$ cat config.mk
export PLATFORM = sky130hd
export DESIGN_NAME = tbw_combine
export DESIGN_NICKNAME = d
export VERILOG_FILES = /design/src/rtl/tbw_pkg.sv /design/src/rtl/tbw_combine.sv
export SDC_FILE = /design/constraint.sdc
export NUM_CORES = 1
export LEC_CHECK = 0
export ABC_AREA = 1
export BUFFER_PORTS_ARGS = -buffer_cell sky130_fd_sc_hd__buf_2
export CAP_MARGIN = 40
export CORE_MARGIN = 5
export CORE_UTILIZATION = 55
export DETAILED_ROUTE_END_ITERATION = 12
export PLACE_DENSITY = 0.84
export SYNTH_ARGS = -nofsm -noshare
export SYNTH_HDL_FRONTEND = slang
export SYNTH_SLANG_ARGS = --single-unit
$ cat constraint.sdc
create_clock -name i_clk -period 2.6 [get_ports i_clk]
set_clock_uncertainty 0.15 [all_clocks]
set_input_delay 0.13 -clock i_clk [delete_from_list [all_inputs] [get_ports i_clk]]
set_output_delay 0.13 -clock i_clk [all_outputs]
set_load 0.01 [all_outputs]
$ cat src/rtl/tbw_pkg.sv
// Shared types and fixed widths for the barycentric weight pipeline.
// No dependencies; imported by every module in rtl/.
package tbw_pkg;

    localparam int VERT_W   = 16;  // vertex coordinate width
    localparam int PT_W     = 12;  // pixel point width
    localparam int OUT_W    = 21;  // weight output width
    localparam int ACC_W    = 64;  // signed working width of the weight math
    localparam int QCAP_LOG = 61;  // quotient magnitude clamps at 2^QCAP_LOG

    // Control that rides alongside each transaction through the pipeline
    typedef struct packed {
        logic valid;
        logic degen;   // doubled area is zero
        logic neg_a;   // w1 quotient is negative
        logic neg_b;   // w2 quotient is negative
    } t_flags;

endpackage

$ cat src/rtl/tbw_combine.sv
// Back end: quotient clamp and sign, w0 = 1 - w1 - w2, saturation, output registers.
// Three register stages; degenerate results come out as zero weights. Depends on tbw_pkg.
module tbw_combine #(
    parameter int WEIGHT_FRAC_BITS = 16,
    parameter int Q_W              = 51
) (
    input  logic                                i_clk,
    input  logic                                i_rst_n,
    input  tbw_pkg::t_flags                     i_flags,
    input  logic [Q_W-1:0]                      i_quo_a,
    input  logic [Q_W-1:0]                      i_quo_b,
    output logic                                o_done,
    output logic signed [tbw_pkg::OUT_W-1:0]    o_weight_0,
    output logic signed [tbw_pkg::OUT_W-1:0]    o_weight_1,
    output logic signed [tbw_pkg::OUT_W-1:0]    o_weight_2,
    output logic                                o_degenerate
);
    import tbw_pkg::*;

    localparam logic [ACC_W-1:0]        CAP    = ACC_W'(1) << QCAP_LOG;
    localparam logic signed [ACC_W-1:0] LIM_HI = (ACC_W'(64'sd1) <<< (OUT_W - 1)) - 64'sd1;
    localparam logic signed [ACC_W-1:0] LIM_LO = -LIM_HI - 64'sd1;
    localparam logic signed [ACC_W-1:0] ONE    = ACC_W'(64'sd1) <<< WEIGHT_FRAC_BITS;

    function automatic logic signed [ACC_W-1:0] to_weight(input logic [Q_W-1:0] quo,
                                                          input logic neg);
        logic [ACC_W-1:0] q64;
        logic [ACC_W-1:0] mag;
        begin
            q64 = ACC_W'(quo);
            mag = (q64 >= CAP) ? CAP : q64;
            return neg ? -$signed(mag) : $signed(mag);
        end
    endfunction

    function automatic logic signed [OUT_W-1:0] sat_out(input logic signed [ACC_W-1:0] v);
        logic signed [ACC_W-1:0] c;
        begin
            c = v;
            if (v > LIM_HI) begin
                c = LIM_HI;
            end else if (v < LIM_LO) begin
                c = LIM_LO;
            end
            return c[OUT_W-1:0];
        end
    endfunction

    // stage 1
    logic                    r_v1, r_dg1;
    logic signed [ACC_W-1:0] r_w1_1, r_w2_1;
    // stage 2
    logic                    r_v2, r_dg2;
    logic signed [ACC_W-1:0] r_w0_2, r_w1_2, r_w2_2, n_w0_2;
    // stage 3 (outputs)
    logic                    r_done, r_degen;
    logic signed [OUT_W-1:0] r_wt0, r_wt1, r_wt2, n_wt0, n_wt1, n_wt2;

    always_comb begin
        n_w0_2 = ONE - r_w1_1 - r_w2_1;
    end

    always_comb begin
        if (r_dg2) begin
            n_wt0 = '0;
            n_wt1 = '0;
            n_wt2 = '0;
        end else begin
            n_wt0 = sat_out(r_w0_2);
            n_wt1 = sat_out(r_w1_2);
            n_wt2 = sat_out(r_w2_2);
        end
    end

    always_ff @(posedge i_clk) begin
        if (!i_rst_n) begin
            r_v1   <= 1'b0;
            r_v2   <= 1'b0;
            r_done <= 1'b0;
        end else begin
            r_v1   <= i_flags.valid;
            r_v2   <= r_v1;
            r_done <= r_v2;
        end
    end

    always_ff @(posedge i_clk) begin
        r_dg1   <= i_flags.degen;
        r_w1_1  <= to_weight(i_quo_a, i_flags.neg_a);
        r_w2_1  <= to_weight(i_quo_b, i_flags.neg_b);
        r_dg2   <= r_dg1;
        r_w0_2  <= n_w0_2;
        r_w1_2  <= r_w1_1;
        r_w2_2  <= r_w2_1;
        r_degen <= r_dg2;
        r_wt0   <= n_wt0;
        r_wt1   <= n_wt1;
        r_wt2   <= n_wt2;
    end

    assign o_done       = r_done;
    assign o_degenerate = r_degen;
    assign o_weight_0   = r_wt0;
    assign o_weight_1   = r_wt1;
    assign o_weight_2   = r_wt2;

endmodule

==> After elaboration in Yosys (flattened, before gate mapping) <==
Cells that the tools add are included.
{ "op_classes": {"reduce_logical": 3, "n_mux": 8, "n_addsub": 4, "n_lt_le_gt_ge": 6} }
{ "ops": {"columns": ["op", "count"], "rows": [
  ["greater-than comparator 64 x 21 -> 1 bit (second input constant)", 3],
  ["< comparator 64 x 21 -> 1 bit (second input constant)", 3],
  ["negation 51 -> 64 bit", 2],
  ["2-to-1 mux 51 bit", 2],
  ["subtractor 18 x 64 -> 64 bit (first input constant)", 1],
  ["subtractor 64 bit", 1],
  ["2-to-1 mux 21 bit", 3],
  ["2-to-1 mux 20 bit", 3],
  ["OR reduction 2 bit", 3]
]} }
{ "totals": {"out_inout_bits": 65, "inputBits": 108, "reg_bits": 389, "word_cells": 40} }

==> Longest topological paths before layout <==
{ "logic_depth": {"ltp_word": 3, "mapped_depth": 17, "ltp_nobuf": 17} }

==> Worst setup path before layout <==
No wires, ideal clock.
{ "synth_path": {"kind": "register -> register", "startpoint": "register r_w1_1[1]", "endpoint": "register r_w0_2[61]", "setup_ps": 112, "n_path_buf": 0, "synth_period_minus_slack_ps": 2324, "stages_incl_launch_ff": 17, "path_slack_ps": 276, "arrival_time_ps": 2062, "path_cell_list": "dfxtp_1 -> ha_1 -> inv_1 -> ha_1 -> inv_1 -> fa_1 -> inv_1 -> nand2_1 -> nand2_1 -> and2_1 -> nand3_1 -> nand2_1 -> nand2_1 -> nand2_1 -> nand2_1 -> nand3_1 -> nand2_1"} }
{ "synth_via": {"elab_chain_len": 2} }
{ "synth_rtl": {"columns": ["element", "line", "source"], "rows": [
  ["start: declaration", "tbw_combine.sv:51", "logic signed [ACC_W-1:0] r_w1_1, r_w2_1;"],
  ["start signal: assignment", "tbw_combine.sv:89", "r_w1_1 <= to_weight(i_quo_a, i_flags.neg_a);"],
  ["subtractor 18 x 64 -> 64 bit", "tbw_combine.sv:60", "n_w0_2 = ONE - r_w1_1 - r_w2_1;"],
  ["subtractor 64 bit", "tbw_combine.sv:60", null],
  ["via n_w0_2[61]", "tbw_combine.sv:54", "logic signed [ACC_W-1:0] r_w0_2, r_w1_2, r_w2_2, n_w0_2;"],
  ["end signal: assignment", "tbw_combine.sv:92", "r_w0_2 <= n_w0_2;"],
  ["end: declaration", "tbw_combine.sv:54", null]
]} }
The timed path passes the listed nets, and every way through them passes these cells.
A chain may end at the register's enable or synchronous reset.

==> Worst setup path in the final report <==
{ "layout_path": {"startpoint": "register r_w2_1[30]", "endpoint": "register r_w0_2[63]"} }
{ "layout_via": {"elab_chain_len": 1} }
{ "layout_rtl": {"columns": ["element", "line", "source"], "rows": [
  ["start: declaration", "tbw_combine.sv:51", null],
  ["start signal: assignment", "tbw_combine.sv:90", "r_w2_1 <= to_weight(i_quo_b, i_flags.neg_b);"],
  ["subtractor 64 bit", "tbw_combine.sv:60", null],
  ["via n_w0_2[63]", "tbw_combine.sv:54", null]
]} }
The timed path passes the listed nets, and every way through them passes these cells.

==> reports/results.ini <==
[run_status]
outcome = finished, final reports clean

[clock_network]
h-tree-depth = 2
cts_root_buf = clkbuf_16
clock-sinks = 389
cts_tree = yes
numCtsBuffers = 39
clock_path_buffers = 3
clkTransAtPathRegs_ns = 0.07
clkLatencyLatePin_ns = 0.56

[synth]
synth_top_area_cell = dfxtp_1
netlist.area_leader.share = 0.391
netlist_instances = 2914
yosysMostFrequentCell = nand2_1
yosysWarningCount = 0
syn-num-nets = 3150
synth_edf_count = 0
ys_seq_elements = 389
synthTopCellsByArea = dfxtp_1 39%, nand2_1 17%, inv_1 11%
ys_types = 41
ys_seq_area_frac = 0.391
synth_top_cells_by_count = 908 x nand2_1, 587 x inv_1, 389 x dfxtp_1, 270 x nor2_1
ys_async_sr_fraction = 0
syn-cell-area_um2 = 19900
synth_flop_cell = dfxtp_1
syn_avg_cell_area_um2 = 6.83

[sta]
worst_slew_pin_slew_ns = 0.936
fin_crit_ns = 2.54
final_hold_viol_count = 0
rsz0062_at_grt = true
fin_crit_sh = 0.975
fmax_mhz = 394
worst_hold_slack_ns = 0.0433
maxSlewHeadroom = 0.369
setup_ws_ns = 0.0640
slew_violations = 0
finalSetupViolations = 0

[floorplanning]
pin_count = 173
die_h_um = 200
die-area_um2 = 40100
core_um2 = 35700
initial_core_util = 0.558
std_cell_rows = 69
die_w_um = 200

[grt]
grt_pass1_vias = 19100
grt_use_total = 0.316
grt_overflow_total = 0
grt_pass1_wl_um = 102000
antenna_found_initial = 2
grt_max_degree = 48

[cells_and_area]
syn2layout_area_growth_pct = 25.8
diodes = 0
fin_area_um2 = 25000
layout.nets = 3537
drive_gt1_frac = 0.136
utilization = 0.702

[placement]
place_area_um2 = 21600
place_ws_ns = -0.0398
dp_hpwl_um = 52300
place_congestion = 0.968
io_buffers = 172

[detailed_routing]
via_count = 19400
wl_per_cell_um = 17.3
ant_nets = 0
drc = 0
vias_per_cell = 5.11
drtPass1Iterations = 5
first_iter_violations = 1347
drt_wl_total_um = 65700

[worst_setup_path]
cp-end-kind = flip-flop
arrival_ns = 2.83
crit_type = flip-flop to flip-flop
cp.required_ns = 2.89
critPathMaxFanout = 4
crit_path_start_kind = flip-flop

[power_and_ir_drop]
power_density_nw_per_um2 = 725
total_power_w = 0.0181
power_leakage_nw = 13.3
ir_worst_vdd_mv = 0.436

[flow_run]
max_cap_violations = 0

[min_path]
min_path_type = primary input to flip-flop

-- per-stage QoR --
step	setup TNS, ns	std cells
after global routing	-0.661	3790
final	0	3790
after floorplan	0	2914
after CTS	0	3785
after detailed placement	-0.0722	3565
after global placement	0	3565
-- layout make-up --
cell class	instances	area, µm²
fill	2921	10600
multi-input combinational	1899	10300
sequential	389	7790
timing repair buffer	379	2810
inverter	593	2230
clock buffer	53	1100
tap	461	577
clock inverter	16	278
-- final timing paths --
kind	startpoint	endpoint	slack (ns)	depth (start not counted)
hold reg to reg	r_w2_1[24]	r_w2_2[24]	0.17	0
setup reg to reg	r_w2_1[30]	r_w0_2[63]	0.06	15
setup / recovery	r_w2_1[30]	r_w0_2[63]	0.06	15
hold / removal	i_flags[1]	r_w1_1[46]	0.04	4
-- cells in the final DEF, fill, tap and decap left out, types with 8 or more instances in the layout --
cell and instances:
nand2_1 885, inv_1 586, dfxtp_1 386, nor2_1 240, buf_2 172, dlygate4sd3_1 151, nand3_1 125, a21oi_1 119
xor2_1 97, ha_1 83, nand4_1 61, buf_4 55, nor3_1 46, clkbuf_16 39, nor2_2 36, o21ai_0 30
nand2_2 28, ha_2 26, nor4_1 18, ha_4 18, nor2_4 13, xnor2_1 13, a21oi_2 8
-- critical path: stages (launching register included) --
cell,delay [ns]
dfxtp_1,0.38
inv_1,0.06
ha_1,0.29
ha_1,0.39
nand2_1,0.10
nand2_1,0.11
inv_1,0.08
nand2_1,0.07
inv_1,0.06
nand2_1,0.11
a21oi_1,0.21
nand2_2,0.16
nand2_1,0.11
nand2_1,0.05
nand2_1,0.05
nand2_1,0.05
-- sequential cells by signal, summed over array words and instances, names as in the netlist --
name,cells
r_w1_2,64
o_weight_2,21
r_dg1,1
o_weight_1,21
r_dg2,1
r_v1,1
r_w2_2,64
o_done,1
r_w0_2,64
r_w1_1,64
o_degenerate,1
r_v2,1
r_w2_1,64
o_weight_0,21
-- metal layers --
metal,vias up,wire length [µm],GRT usage
met5,-,13,0
met4,2,2920,0.134
met3,163,4120,0.0391
met2,697,30900,0.537
met1,8848,27800,0.408
li1,9641,-,-
-- cell families (layout without fill, tap and decap cells) --
kind of cell               count (synthesis)  in the layout  share of synthesized area
and+or+nand+nor                         1486           1486                      0.314
adders and majority gates                128            128                     0.0809
DFF                                      389            389                      0.391
buffers and inverters                    626           1041                      0.119
xor gates and xnor gates                 110            110                     0.0484
AOI/OAI and AO/OA                        175            175                     0.0463
-- where the power goes --
group / internal (W) / switching, W
registers: 0.00683 / 0.000441
logic: 0.00183 / 0.00303
clock network: 0.00359 / 0.00242
-- repair_timing --
| action | CTS | global route |
|---|---|---|
| setup buffers | 0 | 5 |
| hold endpoints to repair | 131 | 0 |
| setup endpoints to repair | 5 | 47 |
| resized for setup | 3 | 128 |
| hold buffers | 151 | 0 |
| pin swaps | 0 | 3 |
| gates cloned | 0 | 0 |
Note: power is estimated with default switching activity, not from simulation.
